$ cat src/hw/rtl/filtered_pid_position_loop_unit_macros.svh
// ----------------------------------------------------------------------------
// Assertion macros for the filtered PID position loop
// Shared property forms, clocked on clk and disabled while rst_n is low.
// ----------------------------------------------------------------------------
`ifndef FILTERED_PID_POSITION_LOOP_UNIT_MACROS_SVH
`define FILTERED_PID_POSITION_LOOP_UNIT_MACROS_SVH

// The consequent must hold in the same cycle as the antecedent.
`define FPID_ASSERT_IMP(label, ante, cons, msg) \
    label: assert property (@(posedge clk) disable iff (!rst_n) (ante) |-> (cons)) \
        else $error(msg);

// The consequent must hold in the cycle after the antecedent.
`define FPID_ASSERT_NXT(label, ante, cons, msg) \
    label: assert property (@(posedge clk) disable iff (!rst_n) (ante) |=> (cons)) \
        else $error(msg);

`endif

$ cat src/hw/rtl/fpid_pkg.sv
// ----------------------------------------------------------------------------
// fpid_pkg
// Types, constants and helper functions shared by the filtered PID loop.
// ----------------------------------------------------------------------------
package fpid_pkg;

    localparam int CFG_IDX_W = 3;

    typedef enum logic [CFG_IDX_W-1:0] {
        REG_FILTER_ALPHA    = 3'd0,
        REG_PROP_GAIN       = 3'd1,
        REG_INTEG_GAIN_DT   = 3'd2,
        REG_DERIV_GAIN_DT   = 3'd3,
        REG_CTRL_ENABLE     = 3'd4,
        REG_INV_REDUCTION   = 3'd5,
        REG_TICK_PERIOD     = 3'd6
    } cfg_reg_t;

    localparam logic [15:0]        ALPHA_RESET      = 16'd32047;
    localparam logic signed [31:0] KP_RESET         = 32'sd268435;
    localparam logic signed [31:0] KI_RESET         = 32'sd470;
    localparam logic signed [31:0] KD_RESET         = 32'sd383479;
    localparam logic [16:0]        INV_RED_RESET    = 17'd65536;
    localparam logic [15:0]        TICK_RESET       = 16'd350;
    localparam logic signed [31:0] HELD_RESET       = 32'sd2949120;
    localparam logic [15:0]        ALPHA_ONE        = 16'd32768;
    localparam logic signed [52:0] ROUND_HALF       = 53'sd16384;

    typedef struct packed {
        logic [15:0]        filter_alpha;
        logic signed [31:0] proportional_gain;
        logic signed [31:0] integral_gain_dt;
        logic signed [31:0] derivative_gain_dt;
        logic               controller_enable;
        logic [16:0]        inverse_reduction;
        logic [15:0]        tick_period_us;
    } fpid_cfg_t;

    typedef enum logic [3:0] {
        MUL_NONE,
        MUL_SHAFT_INV,
        MUL_HELD_A,
        MUL_FT_B,
        MUL_PAD_A,
        MUL_FP_B,
        MUL_KP_ERR,
        MUL_KD_DIFF,
        MUL_KI_HI,
        MUL_KI_LO
    } mul_sel_t;

    typedef enum logic [3:0] {
        OP_NONE,
        OP_LOAD_IN,
        OP_PADDLE,
        OP_ACC_RND,
        OP_FT,
        OP_FP,
        OP_ERR,
        OP_INTEG,
        OP_ACC_T0,
        OP_ACC_T1,
        OP_TMP_LOAD,
        OP_TMP_ADD,
        OP_ACC_KI,
        OP_FINISH
    } dp_op_t;

    typedef struct packed {
        mul_sel_t mul_sel;
        dp_op_t   op;
    } fpid_cmd_t;

    typedef struct packed {
        logic loop_on;
    } fpid_status_t;

    typedef enum logic [3:0] {
        ST_IDLE,
        ST_MUL_PADDLE,
        ST_MUL_TGT_NEW,
        ST_MUL_TGT_OLD,
        ST_MUL_PAD_NEW,
        ST_MUL_PAD_OLD,
        ST_FP,
        ST_ERR,
        ST_MUL_KP,
        ST_MUL_KD,
        ST_MUL_KI_HI,
        ST_MUL_KI_LO,
        ST_KI_ADD,
        ST_KI_ACC,
        ST_DONE
    } fpid_state_t;

    function automatic logic signed [31:0] sat_to32(input logic signed [52:0] v);
        if (v > 53'sd2147483647)
            return 32'sh7FFFFFFF;
        else if (v < -53'sd2147483648)
            return 32'sh80000000;
        else
            return v[31:0];
    endfunction

endpackage

$ cat src/hw/rtl/fpid_cfg_regs.sv
// ----------------------------------------------------------------------------
// fpid_cfg_regs
// Configuration register file written over the valid/ready write channel.
// ----------------------------------------------------------------------------
module fpid_cfg_regs (
    input  logic                         clk,
    input  logic                         rst_n,
    input  logic                         cfg_valid,
    output logic                         cfg_ready,
    input  logic [fpid_pkg::CFG_IDX_W-1:0] cfg_index,
    input  logic [31:0]                  cfg_data,
    output fpid_pkg::fpid_cfg_t          cfg
);
    import fpid_pkg::*;

    fpid_cfg_t cfg_reg;

    assign cfg_ready = 1'b1;
    assign cfg       = cfg_reg;

    always_ff @(posedge clk or negedge rst_n)
    begin
        if (!rst_n)
        begin
            cfg_reg.filter_alpha       <= ALPHA_RESET;
            cfg_reg.proportional_gain  <= KP_RESET;
            cfg_reg.integral_gain_dt   <= KI_RESET;
            cfg_reg.derivative_gain_dt <= KD_RESET;
            cfg_reg.controller_enable  <= 1'b0;
            cfg_reg.inverse_reduction  <= INV_RED_RESET;
            cfg_reg.tick_period_us     <= TICK_RESET;
        end
        else if (cfg_valid && cfg_ready)
        begin
            case (cfg_index)
                REG_FILTER_ALPHA:  cfg_reg.filter_alpha       <= cfg_data[15:0];
                REG_PROP_GAIN:     cfg_reg.proportional_gain  <= cfg_data;
                REG_INTEG_GAIN_DT: cfg_reg.integral_gain_dt   <= cfg_data;
                REG_DERIV_GAIN_DT: cfg_reg.derivative_gain_dt <= cfg_data;
                REG_CTRL_ENABLE:   cfg_reg.controller_enable  <= cfg_data[0];
                REG_INV_REDUCTION: cfg_reg.inverse_reduction  <= cfg_data[16:0];
                REG_TICK_PERIOD:   cfg_reg.tick_period_us     <= cfg_data[15:0];
                default:
                begin
                end
            endcase
        end
    end

endmodule

$ cat src/hw/rtl/fpid_datapath.sv
// ----------------------------------------------------------------------------
// fpid_datapath
// Shared multiplier, accumulator, loop state and output word registers.
// ----------------------------------------------------------------------------
`include "filtered_pid_position_loop_unit_macros.svh"

module fpid_datapath (
    input  logic                   clk,
    input  logic                   rst_n,
    input  fpid_pkg::fpid_cfg_t    cfg,
    input  fpid_pkg::fpid_cmd_t    cmd,
    output fpid_pkg::fpid_status_t status,
    input  logic signed [31:0]     shaft_angle,
    input  logic                   setpoint_valid,
    input  logic signed [31:0]     new_setpoint,
    output logic signed [31:0]     drive_torque,
    output logic signed [31:0]     filtered_target,
    output logic signed [31:0]     filtered_paddle,
    output logic [31:0]            time_stamp
);
    import fpid_pkg::*;

    // Loop state.
    logic signed [31:0] held_reg;
    logic signed [31:0] ft_reg;
    logic signed [31:0] fp_reg;
    logic signed [31:0] prev_err_reg;
    logic signed [47:0] integ_reg;
    logic [31:0]        elapsed_reg;

    // Working registers.
    logic signed [31:0] shaft_reg;
    logic signed [31:0] paddle_reg;
    logic signed [31:0] err_reg;
    logic signed [32:0] diff_reg;
    logic signed [64:0] prod_reg;
    logic signed [64:0] tmp_reg;
    logic signed [52:0] acc_reg;

    // Output word.
    logic signed [31:0] torque_out_reg;
    logic signed [31:0] target_out_reg;
    logic signed [31:0] paddle_out_reg;
    logic [31:0]        stamp_out_reg;

    logic [15:0]        alpha_eff;
    logic [15:0]        alpha_comp;
    logic signed [31:0] mul_a;
    logic signed [32:0] mul_b;
    logic signed [64:0] prod_next;
    logic signed [31:0] paddle_next;
    logic signed [52:0] filt_sum;
    logic signed [31:0] filt_next;
    logic signed [31:0] err_next;
    logic signed [48:0] integ_sum;
    logic signed [47:0] integ_next;
    logic signed [32:0] diff_next;
    logic signed [52:0] term_next;
    logic [31:0]        elapsed_next;

    assign status.loop_on = cfg.controller_enable;

    // Weights above one act as one.
    assign alpha_eff  = (cfg.filter_alpha > ALPHA_ONE) ? ALPHA_ONE : cfg.filter_alpha;
    assign alpha_comp = ALPHA_ONE - alpha_eff;

    always_comb
    begin
        case (cmd.mul_sel)
            MUL_SHAFT_INV:
            begin
                mul_a = shaft_reg;
                mul_b = $signed({16'd0, cfg.inverse_reduction});
            end
            MUL_HELD_A:
            begin
                mul_a = held_reg;
                mul_b = $signed({17'd0, alpha_eff});
            end
            MUL_FT_B:
            begin
                mul_a = ft_reg;
                mul_b = $signed({17'd0, alpha_comp});
            end
            MUL_PAD_A:
            begin
                mul_a = paddle_reg;
                mul_b = $signed({17'd0, alpha_eff});
            end
            MUL_FP_B:
            begin
                mul_a = fp_reg;
                mul_b = $signed({17'd0, alpha_comp});
            end
            MUL_KP_ERR:
            begin
                mul_a = cfg.proportional_gain;
                mul_b = $signed({err_reg[31], err_reg});
            end
            MUL_KD_DIFF:
            begin
                mul_a = cfg.derivative_gain_dt;
                mul_b = diff_reg;
            end
            MUL_KI_HI:
            begin
                mul_a = cfg.integral_gain_dt;
                mul_b = $signed({integ_reg[47], integ_reg[47:16]});
            end
            MUL_KI_LO:
            begin
                mul_a = cfg.integral_gain_dt;
                mul_b = $signed({17'd0, integ_reg[15:0]});
            end
            default:
            begin
                mul_a = '0;
                mul_b = '0;
            end
        endcase
    end

    assign prod_next = 65'(mul_a) * 65'(mul_b);

    assign paddle_next = sat_to32(53'(prod_reg >>> 16));
    assign filt_sum    = acc_reg + 53'(prod_reg);
    assign filt_next   = sat_to32(filt_sum >>> 15);
    assign err_next    = sat_to32(53'(ft_reg) - 53'(fp_reg));
    assign diff_next   = 33'(err_reg) - 33'(prev_err_reg);
    assign term_next   = 53'(prod_reg >>> 28);
    assign elapsed_next = elapsed_reg + 32'(cfg.tick_period_us);

    // The integral clamps to the signed 48-bit range when the add overflows.
    assign integ_sum = 49'(integ_reg) + 49'(err_reg);
    always_comb
    begin
        if (integ_sum[48] != integ_sum[47])
            integ_next = integ_sum[48] ? {1'b1, 47'd0} : {1'b0, {47{1'b1}}};
        else
            integ_next = integ_sum[47:0];
    end

    always_ff @(posedge clk or negedge rst_n)
    begin
        if (!rst_n)
        begin
            held_reg     <= HELD_RESET;
            ft_reg       <= '0;
            fp_reg       <= '0;
            prev_err_reg <= '0;
            integ_reg    <= '0;
            elapsed_reg  <= '0;
        end
        else
        begin
            case (cmd.op)
                OP_LOAD_IN:
                begin
                    if (setpoint_valid)
                        held_reg <= new_setpoint;
                end
                OP_FT:     ft_reg <= filt_next;
                OP_FP:     fp_reg <= filt_next;
                OP_INTEG:
                begin
                    integ_reg    <= integ_next;
                    prev_err_reg <= err_reg;
                end
                OP_FINISH: elapsed_reg <= elapsed_next;
                default:
                begin
                end
            endcase
        end
    end

    always_ff @(posedge clk)
    begin
        prod_reg <= prod_next;
        case (cmd.op)
            OP_LOAD_IN:  shaft_reg  <= shaft_angle;
            OP_PADDLE:   paddle_reg <= paddle_next;
            OP_ACC_RND:  acc_reg    <= 53'(prod_reg) + ROUND_HALF;
            OP_ERR:      err_reg    <= err_next;
            OP_INTEG:    diff_reg   <= diff_next;
            OP_ACC_T0:   acc_reg    <= term_next;
            OP_ACC_T1:   acc_reg    <= acc_reg + term_next;
            OP_TMP_LOAD: tmp_reg    <= prod_reg;
            OP_TMP_ADD:  tmp_reg    <= tmp_reg + (prod_reg >>> 16);
            OP_ACC_KI:   acc_reg    <= acc_reg + 53'(tmp_reg >>> 12);
            OP_FINISH:
            begin
                torque_out_reg <= cfg.controller_enable ? sat_to32(acc_reg) : '0;
                target_out_reg <= ft_reg;
                paddle_out_reg <= fp_reg;
                stamp_out_reg  <= elapsed_next;
            end
            default:
            begin
            end
        endcase
    end

    assign drive_torque    = torque_out_reg;
    assign filtered_target = target_out_reg;
    assign filtered_paddle = paddle_out_reg;
    assign time_stamp      = stamp_out_reg;

    `FPID_ASSERT_NXT(a_stamp_matches_elapsed, cmd.op == OP_FINISH,
        time_stamp == elapsed_reg, "time stamp word differs from the elapsed time")
    `FPID_ASSERT_NXT(a_disabled_zero_torque,
        cmd.op == OP_FINISH && !cfg.controller_enable,
        drive_torque == 32'sd0, "disabled loop produced a nonzero torque")
    `FPID_ASSERT_IMP(a_alpha_capped, cmd.mul_sel == MUL_HELD_A,
        alpha_eff <= ALPHA_ONE, "filter weight exceeds one")

endmodule

$ cat src/hw/rtl/fpid_ctrl.sv
// ----------------------------------------------------------------------------
// fpid_ctrl
// Sequencer for one control tick and owner of the output word valid flag.
// ----------------------------------------------------------------------------
`include "filtered_pid_position_loop_unit_macros.svh"

module fpid_ctrl (
    input  logic                   clk,
    input  logic                   rst_n,
    input  logic                   in_valid,
    output logic                   in_stall,
    output logic                   out_valid,
    input  logic                   out_stall,
    input  fpid_pkg::fpid_status_t status,
    output fpid_pkg::fpid_cmd_t    cmd
);
    import fpid_pkg::*;

    fpid_state_t state_reg;
    fpid_state_t state_next;
    logic        out_valid_reg;
    logic        out_valid_next;
    logic        finish;

    // The word can be loaded once the output register is empty or being drained.
    assign finish = (state_reg == ST_DONE) && (!out_valid_reg || !out_stall);

    always_comb
    begin
        state_next = state_reg;
        case (state_reg)
            ST_IDLE:        if (in_valid) state_next = ST_MUL_PADDLE;
            ST_MUL_PADDLE:  state_next = ST_MUL_TGT_NEW;
            ST_MUL_TGT_NEW: state_next = ST_MUL_TGT_OLD;
            ST_MUL_TGT_OLD: state_next = ST_MUL_PAD_NEW;
            ST_MUL_PAD_NEW: state_next = ST_MUL_PAD_OLD;
            ST_MUL_PAD_OLD: state_next = ST_FP;
            ST_FP:          state_next = ST_ERR;
            ST_ERR:         state_next = status.loop_on ? ST_MUL_KP : ST_DONE;
            ST_MUL_KP:      state_next = ST_MUL_KD;
            ST_MUL_KD:      state_next = ST_MUL_KI_HI;
            ST_MUL_KI_HI:   state_next = ST_MUL_KI_LO;
            ST_MUL_KI_LO:   state_next = ST_KI_ADD;
            ST_KI_ADD:      state_next = ST_KI_ACC;
            ST_KI_ACC:      state_next = ST_DONE;
            ST_DONE:        if (finish) state_next = ST_IDLE;
            default:        state_next = ST_IDLE;
        endcase
    end

    always_comb
    begin
        cmd.mul_sel = MUL_NONE;
        cmd.op      = OP_NONE;
        case (state_reg)
            ST_IDLE:        cmd.op = in_valid ? OP_LOAD_IN : OP_NONE;
            ST_MUL_PADDLE:  cmd.mul_sel = MUL_SHAFT_INV;
            ST_MUL_TGT_NEW:
            begin
                cmd.mul_sel = MUL_HELD_A;
                cmd.op      = OP_PADDLE;
            end
            ST_MUL_TGT_OLD:
            begin
                cmd.mul_sel = MUL_FT_B;
                cmd.op      = OP_ACC_RND;
            end
            ST_MUL_PAD_NEW:
            begin
                cmd.mul_sel = MUL_PAD_A;
                cmd.op      = OP_FT;
            end
            ST_MUL_PAD_OLD:
            begin
                cmd.mul_sel = MUL_FP_B;
                cmd.op      = OP_ACC_RND;
            end
            ST_FP:          cmd.op = OP_FP;
            ST_ERR:         cmd.op = OP_ERR;
            ST_MUL_KP:
            begin
                cmd.mul_sel = MUL_KP_ERR;
                cmd.op      = OP_INTEG;
            end
            ST_MUL_KD:
            begin
                cmd.mul_sel = MUL_KD_DIFF;
                cmd.op      = OP_ACC_T0;
            end
            ST_MUL_KI_HI:
            begin
                cmd.mul_sel = MUL_KI_HI;
                cmd.op      = OP_ACC_T1;
            end
            ST_MUL_KI_LO:
            begin
                cmd.mul_sel = MUL_KI_LO;
                cmd.op      = OP_TMP_LOAD;
            end
            ST_KI_ADD:      cmd.op = OP_TMP_ADD;
            ST_KI_ACC:      cmd.op = OP_ACC_KI;
            ST_DONE:        cmd.op = finish ? OP_FINISH : OP_NONE;
            default:
            begin
                cmd.mul_sel = MUL_NONE;
                cmd.op      = OP_NONE;
            end
        endcase
    end

    always_comb
    begin
        if (finish)
            out_valid_next = 1'b1;
        else if (!out_stall)
            out_valid_next = 1'b0;
        else
            out_valid_next = out_valid_reg;
    end

    assign in_stall  = (state_reg != ST_IDLE);
    assign out_valid = out_valid_reg;

    always_ff @(posedge clk or negedge rst_n)
    begin
        if (!rst_n)
        begin
            state_reg     <= ST_IDLE;
            out_valid_reg <= 1'b0;
        end
        else
        begin
            state_reg     <= state_next;
            out_valid_reg <= out_valid_next;
        end
    end

    `FPID_ASSERT_NXT(a_accept_starts_tick, in_valid && !in_stall,
        state_reg == ST_MUL_PADDLE, "accepted word did not start a tick")
    `FPID_ASSERT_NXT(a_disabled_skips_pid, state_reg == ST_ERR && !status.loop_on,
        state_reg == ST_DONE, "disabled loop entered the PID steps")
    `FPID_ASSERT_NXT(a_finish_sets_valid, finish,
        out_valid && state_reg == ST_IDLE, "finished tick did not present its word")

endmodule

$ cat src/hw/rtl/filtered_pid_position_loop_unit.sv
// ----------------------------------------------------------------------------
// filtered_pid_position_loop_unit
// Low-pass filtered PID position loop, one result word per control tick.
// ----------------------------------------------------------------------------
// Usage:
//   The input channel (in_valid / in_stall) carries one word per control tick:
//   the shaft angle and an optional new setpoint, which is held until replaced.
//   The output channel (out_valid / out_stall) returns one word per tick with
//   the torque, both filtered angles and the time stamp.
//   Configuration is written through cfg_valid / cfg_ready with a register
//   index and 32-bit data; the user must write it only while no tick is in
//   flight, which the block itself does not enforce. One 32 x 33 multiplier
//   is shared by all products, so a tick is sequenced and no new word is
//   accepted before the last tick is done; disabled, PID steps are skipped.
//   A finished word sits in an output register; if the receiver stalls, the
//   next tick is accepted and computed, then waits until that register frees.
//   Reset restores the register defaults, sets the held setpoint to 45 degrees
//   and clears the filters, integral, previous error and elapsed time.
// ----------------------------------------------------------------------------
module filtered_pid_position_loop_unit (
    input  logic                           clk,
    input  logic                           rst_n,
    input  logic                           in_valid,
    output logic                           in_stall,
    input  logic signed [31:0]             shaft_angle,
    input  logic                           setpoint_valid,
    input  logic signed [31:0]             new_setpoint,
    output logic                           out_valid,
    input  logic                           out_stall,
    output logic signed [31:0]             drive_torque,
    output logic signed [31:0]             filtered_target,
    output logic signed [31:0]             filtered_paddle,
    output logic [31:0]                    time_stamp,
    input  logic                           cfg_valid,
    output logic                           cfg_ready,
    input  logic [fpid_pkg::CFG_IDX_W-1:0] cfg_index,
    input  logic [31:0]                    cfg_data
);
    import fpid_pkg::*;

    fpid_cfg_t    cfg;
    fpid_cmd_t    cmd;
    fpid_status_t status;

    fpid_cfg_regs u_cfg_regs (
        .clk       (clk),
        .rst_n     (rst_n),
        .cfg_valid (cfg_valid),
        .cfg_ready (cfg_ready),
        .cfg_index (cfg_index),
        .cfg_data  (cfg_data),
        .cfg       (cfg)
    );

    fpid_ctrl u_ctrl (
        .clk       (clk),
        .rst_n     (rst_n),
        .in_valid  (in_valid),
        .in_stall  (in_stall),
        .out_valid (out_valid),
        .out_stall (out_stall),
        .status    (status),
        .cmd       (cmd)
    );

    fpid_datapath u_datapath (
        .clk             (clk),
        .rst_n           (rst_n),
        .cfg             (cfg),
        .cmd             (cmd),
        .status          (status),
        .shaft_angle     (shaft_angle),
        .setpoint_valid  (setpoint_valid),
        .new_setpoint    (new_setpoint),
        .drive_torque    (drive_torque),
        .filtered_target (filtered_target),
        .filtered_paddle (filtered_paddle),
        .time_stamp      (time_stamp)
    );

endmodule
$ cat config.mk
export PLATFORM = sky130hd
export DESIGN_NAME = filtered_pid_position_loop_unit
export DESIGN_NICKNAME = d
export VERILOG_FILES = /design/src/hw/rtl/fpid_pkg.sv /design/src/hw/rtl/fpid_cfg_regs.sv /design/src/hw/rtl/fpid_datapath.sv /design/src/hw/rtl/fpid_ctrl.sv /design/src/hw/rtl/filtered_pid_position_loop_unit.sv
export VERILOG_INCLUDE_DIRS = /design/src /design/src/hw/rtl
export SDC_FILE = /design/constraint.sdc
export NUM_CORES = 2
export LEC_CHECK = 0
export BUFFER_PORTS_ARGS = -buffer_cell sky130_fd_sc_hd__buf_2
export CORE_UTILIZATION = 40
export DETAILED_ROUTE_END_ITERATION = 10
export PLACE_DENSITY_LB_ADDON = 0.12
export SLEW_MARGIN = 20
export SYNTH_ARGS = -nofsm -noshare
export SYNTH_HDL_FRONTEND = slang
export SYNTH_SLANG_ARGS = --single-unit
export TNS_END_PERCENT = 10
$ cat constraint.sdc
create_clock -name clk -period 11.6 [get_ports clk]
set_input_delay 2.9 -clock clk [delete_from_list [all_inputs] [get_ports clk]]
set_output_delay 2.9 -clock clk [all_outputs]
set_load 0.03 [all_outputs]
## Yosys cells after proc, flatten, opt, wreduce, memory -nomap -nowiden

Index checks and enable logic that the tools add are counted.
W data, S select, Z words.

- Register bits: 799
- Input port bits: 105
- Output and inout bits: 131
- Word-level logic and storage cells: 140

- Add/sub/neg operators: 10
- Multiply operators: 1
- Magnitude comparators: 9
- Equal/unequal tests: 46
- Multiplexer cells: 23
- Bitwise gates (word level): 1
- Reduce and logical (&&, ||, !) cells: 23

Operators by type and width:

| kind | number |
|---|---|
| $pmux W32 S8 | 1 |
| $pmux W33 S7 | 1 |
| $pmux W53 S4 | 1 |
| $mux W32 | 5 |
| $pmux W65 S2 | 1 |
| $add A53 B53 Y53 | 2 |
| $gt A53 B32 Y1 const B | 2 |
| $lt A53 B32 Y1 const B | 2 |
| $mux W48 | 2 |
| $sub A32 B32 Y33 | 2 |
| $add A65 B49 Y65 | 1 |
| $mul A32 B33 Y65 | 1 |
| $eq A4 B4 Y1 const B | 15 |
| $pmux W4 S15 | 1 |
| $add A53 B16 Y53 const B | 1 |
| $add A53 B37 Y53 | 1 |
| $pmux W4 S13 | 1 |
| $add A48 B32 Y49 | 1 |
| $gt A49 B32 Y1 const B | 1 |
| $lt A49 B32 Y1 const B | 1 |
| $eq A4 B3 Y1 const B | 12 |
| $gt A38 B32 Y1 const B | 1 |
| $lt A38 B32 Y1 const B | 1 |
| $pmux W4 S9 | 1 |
| 26 further kinds | 55 |

## Longest topological paths before layout

- Depth in word-level cells: 7
- Mapped depth: 41
- Depth with buffers taken out: 39

## Cells and area by module

From an unflattened synthesis, not the netlist that was laid out.

- Cell total of the unflattened synthesis: 9340
- Area total of the unflattened synthesis: 87062.2 µm²

By module, submodules not included:

| module | instances | cells each | area an instance (µm²) | seq. area each (µm²) |
|---|---|---|---|---|
| fpid_datapath | 1 | 8965 | 80975.2 | 17772.0 |
| fpid_cfg_regs | 1 | 319 | 5657.9 | 3709.8 |
| fpid_ctrl | 1 | 56 | 429.2 | 125.1 |

## Worst setup path before layout

No wires, ideal clock.

- Path type: reg-to-reg
- Start: register u_ctrl.state_reg[0]
- End: register u_datapath.prod_reg[60]
- Library setup time: 0.125 ns
- Data arrival time: 9.868 ns
- Data required time: 11.475 ns
- Slack: 1.607 ns
- Cell stages (with the launch flop): 35
- Path buffers: 3
- Period minus slack after synthesis: 9.993 ns
- Cell sequence: dfrtp_1 -> nand2b_1 -> nor3_1 -> clkbuf_1 -> buf_1 -> a22oi_1 -> nand4_1 -> clkbuf_1 -> nand2_1 -> fa_1 -> inv_1 -> fa_1 -> inv_1 -> fa_1 -> fa_1 -> inv_1 -> fa_1 -> fa_1 -> fa_1 -> inv_1 -> fa_1 -> inv_1 -> ha_1 -> o21a_1 -> o21ai_0 -> nand2b_1 -> a21oi_1 -> o21a_1 -> a31oi_1 -> a21oi_1 -> o21ai_0 -> a41oi_1 -> o21ai_0 -> a31oi_1 -> xnor2_1

- Word-level cells in the longest chain between the ends: 6
- Elaborated cells between the ends (all ways): 25
- Classes of those cells: 1 x mul; 18 x eq/ne; 3 x mux; 3 x reduce/logical

Ends and longest elaborated chain:

| what | RTL line | RTL |
|---|---|---|
| start, declared | fpid_ctrl.sv:19 | `fpid_state_t state_reg;` |
| start signal, assigned | fpid_ctrl.sv:133 | `state_reg <= state_next;` |
| $eq A4 B4 Y1, or another cell as far along | fpid_ctrl.sv:55 | `case (state_reg)` |
| $pmux W4 S9 * | fpid_ctrl.sv:55 |  |
| $eq A4 B4 Y1, or another cell as far along | fpid_datapath.sv:69 | `case (cmd.mul_sel)` |
| $reduce_or A2 Y1 (no source line) | n/a |  |
| $pmux W32 S8 / $pmux W33 S7 (equally long branches) | fpid_datapath.sv:69 |  |
| $mul A32 B33 Y65 * | fpid_datapath.sv:123 | `assign prod_next = 65'(mul_a) * 65'(mul_b);` |
| net u_datapath.prod_next[60] | fpid_datapath.sv:50 | `logic signed [64:0] prod_next;` |
| end signal, assigned | fpid_datapath.sv:179 | `prod_reg <= prod_next;` |
| end, declared | fpid_datapath.sv:36 | `logic signed [64:0] prod_reg;` |

Mark *: on every way through the listed nets, which the timed path passes. The rest lies on a longest branch.
A chain may end at the register's enable or synchronous reset.

## Worst setup path after layout

- Start: register u_ctrl.state_reg[0]
- End: register u_datapath.prod_reg[63]

The elaborated chain is that of the path after synthesis.

==> flow_summary.json <==
{
  "finalWirelength_mm": 316,
  "io_pins": 236,
  "cts_buffers": 94,
  "wire_per_inst_um": 26.2,
  "synthTopCellsByCount": "inv_1 (1,297), nand2_1 (1,278), fa_1 (1,118), nor2_1 (706), a21oi_1 (484)",
  "hold_viol": 0,
  "synth.distinct_cells": 102,
  "synth_top_family_by_area": "adder cells",
  "largest_register_ffs": 146,
  "cap_violations": 0,
  "drtIter0Drc": 5748,
  "required_ns": 12.22,
  "yosys.area.top_type": "fa_1",
  "die_x_um": 461,
  "htree_num_levels": 3,
  "crit_arrival_ns": 11.63,
  "grt_pass1_wl_mm": 467,
  "slew_headroom_pct": 22.3,
  "postSynth.asyncResetShare_pct": 44.9,
  "die_h_um": 461,
  "synth.most_common_cell": "inv_1",
  "die-area_sq_mm": 0.213,
  "cp_slowest_cell": "nand4_1",
  "clockBufferDepth": 3,
  "portBuffers": 234,
  "nets": 10900,
  "slew_viol_final": 0,
  "synth_top_area_share_pct": 26.5,
  "cts_hold_buffers": 0,
  "ys_ff_latch": 799,
  "synth_area_sq_mm": 0.0844,
  "ant_nets": 0,
  "rrSetupSlack_ns": 0.60,
  "synth-xor-area-share_pct": 3.97,
  "grt_pass1_vias": 68500,
  "muxShareOfSynthArea_pct": 2.53,
  "fin_skew_ns": 0.0711,
  "cts_sinks": 799,
  "hpwl_mm": 251,
  "synth_nets": 10700,
  "synthTopCellsByArea": "fa_1 (27%), edfxtp_1 (13%), dfrtp_1 (9.2%)",
  "fin_crit_ns": 11.00,
  "globalplace.congestion": 0.966,
  "syn_avg_cell_area_sq_um": 9.35,
  "synthSimpleGateAreaFrac_pct": 13.7,
  "synth_warnings": 0,
  "clk_latency_ns": 0.77,
  "grt_use_total_pct": 30.0,
  "start_util_pct": 40.3,
  "synth_adder_area_share_pct": 33.9,
  "antenna_found_initial": 15,
  "syn2layout_area_growth_pct": 9.82,
  "core_area_sq_mm": 0.210,
  "finalSetupTns_ns": 0,
  "vias": 67100,
  "hp-class": "reg2reg",
  "rsz0062_at_grt": "false",
  "cts_root_buffer": "clkbuf_16",
  "yosysSeqAreaShare_pct": 25.6,
  "synth_compound_area_share_pct": 12.5,
  "status": "completed",
  "fmax_mhz": 90.9,
  "cts_tree": "done",
  "grt_max_degree": 113,
  "drive_above_1_share_pct": 10.2,
  "drcViolationCount": 0,
  "drt-vias-per-instance": 5.57,
  "fill_cells": 20500,
  "path_common_cell": "fa_1",
  "row_count": 168,
  "cp-end-kind": "flip-flop",
  "crit_fanout": 60,
  "critical_path_class": "reg2reg",
  "final-setup-viol-count": 0,
  "cpPeakStageDelay_ns": 0.93,
  "fin_crit_sh_pct": 94.9,
  "synthFlopType": "edfxtp_1",
  "worstMarginPinSlew_ns": 1.17,
  "worstSetupStartpointType": "flip-flop",
  "firstDrtPassIters": 8,
  "path_clk_slew_ns": 0.06,
  "gr-total-overflow": 0,
  "synth-edff-count": 375,
  "synth_cells": 9024
}
## metal layers
layer | wire (um) | part of all wire [%] | vias up | GRT usage (%)
li1 | - | - | 29900 | -
met3 | 20800 | 6.6 | 467 | 4.28
met2 | 147000 | 47 | 2425 | 48.3
met4 | 13400 | 4.2 | 4 | 11.1
met5 | 35 | 0.011 | - | 0
met1 | 135000 | 43 | 34300 | 41.0
## cell type report
| type | count | area [sq um] | area share (%) |
|---|---|---|---|
| Multi-Input combinational cell | 6493 | 56400 | 60.9 |
| Sequential cell | 799 | 21600 | 23.3 |
| Inverter | 1298 | 4880 | 5.27 |
| Tap cell | 2805 | 3510 | 3.79 |
| Timing Repair Buffer | 460 | 3030 | 3.27 |
| Clock buffer | 113 | 2530 | 2.73 |
| Clock inverter | 62 | 652 | 0.703 |
| Antenna cell | 8 | 20.0 | 0.0216 |
## path summary, 6_finish.rpt
| check | startpoint | endpoint | depth (start not counted) |
|---|---|---|---|
| max in group asynchronous | rst_n | u_datapath.fp_reg[25]$_DFFE_PN0N_ | 3 |
| min reg2reg | u_datapath.elapsed_reg[4]$_DFFE_PN0N_ | u_datapath.elapsed_reg[4]$_DFFE_PN0N_ | 2 |
| min in group asynchronous | rst_n | u_datapath.elapsed_reg[20]$_DFFE_PN0N_ | 1 |
| min | u_datapath.elapsed_reg[4]$_DFFE_PN0N_ | u_datapath.elapsed_reg[4]$_DFFE_PN0N_ | 2 |
| max reg2reg | u_ctrl.state_reg[0]$_DFFE_PN0P_ | u_datapath.prod_reg[63]$_DFF_P_ | 28 |
| max | u_ctrl.state_reg[0]$_DFFE_PN0P_ | u_datapath.prod_reg[63]$_DFF_P_ | 28 |
## worst max-delay path, delay by kind of cell, from the launching register on
kind | cells | cell delay (ns)
fa+ha+maj | 9 | 4.55
flops | 1 | 0.57
buf+inv | 3 | 0.80
compound gates | 9 | 2.48
xor+xnor | 1 | 0.14
simple gates | 6 | 2.22
## cells by family (layout without fill, tap and decap cells)
kind of cell	after synthesis	after routing
and+or+nand+nor	2651	2651
buffers and inverters	1732	1933
AOI/OAI and AO/OA	1649	1649
adders and majority gates	1620	1620
DFF	799	799
xor gates and xnor gates	382	382
muxes	190	190
other	1	9
## stage by stage
stage	worst slack (ns)	hold WS, ns	cells	cell area, sq um	utilization (%)
2_1_floorplan	1.61	0.447	9024	84400	-
3_3_place_gp	0.441	0.462	11900	89400	42.7
3_5_place_dp	0.403	0.467	11900	89400	42.7
4_1_cts	0.340	0.483	12000	92600	44.2
5_1_grt	0.0422	0.503	12000	92700	44.2
6_report	0.597	0.483	12000	92700	44.2
## placed cells by master (no fill, tap or decap), types with 15 or more instances in the layout
| master | n |
|---|---|
| a211oi_1 | 33 |
| a21o_1 | 187 |
| a21oi_1 | 484 |
| a22oi_1 | 167 |
| a31oi_1 | 29 |
| and2_1 | 46 |
| and3_1 | 66 |
| and4_1 | 40 |
| buf_2 | 233 |
| buf_4 | 213 |
| clkbuf_16 | 94 |
| clkinv_2 | 23 |
| dfrtp_1 | 310 |
| dfstp_2 | 49 |
| dfxtp_1 | 65 |
| edfxtp_1 | 375 |
| fa_1 | 1118 |
| ha_1 | 483 |
| inv_1 | 1296 |
| maj3_1 | 19 |
| mux2_2 | 183 |
| nand2_1 | 1276 |
| nand2b_1 | 65 |
| nand3_1 | 120 |
| nand4_1 | 101 |
| nor2_1 | 694 |
| nor2b_1 | 52 |
| nor3_1 | 66 |
| nor4_1 | 25 |
| o211ai_1 | 24 |
| o21a_1 | 84 |
| o21ai_0 | 368 |
| o21bai_1 | 57 |
| o221ai_1 | 17 |
| o31ai_1 | 19 |
| or2_2 | 15 |
| or3_1 | 15 |
| xnor2_1 | 245 |
| xor2_1 | 135 |
## timing repair
action                     4_1_cts  5_1_grt
setup endpoints to repair        0        7
resized for setup                0        4
setup buffers                    0        0
Power is not shown: default switching activity piles up to over one toggle a cycle in this logic, so the estimate is an artifact.
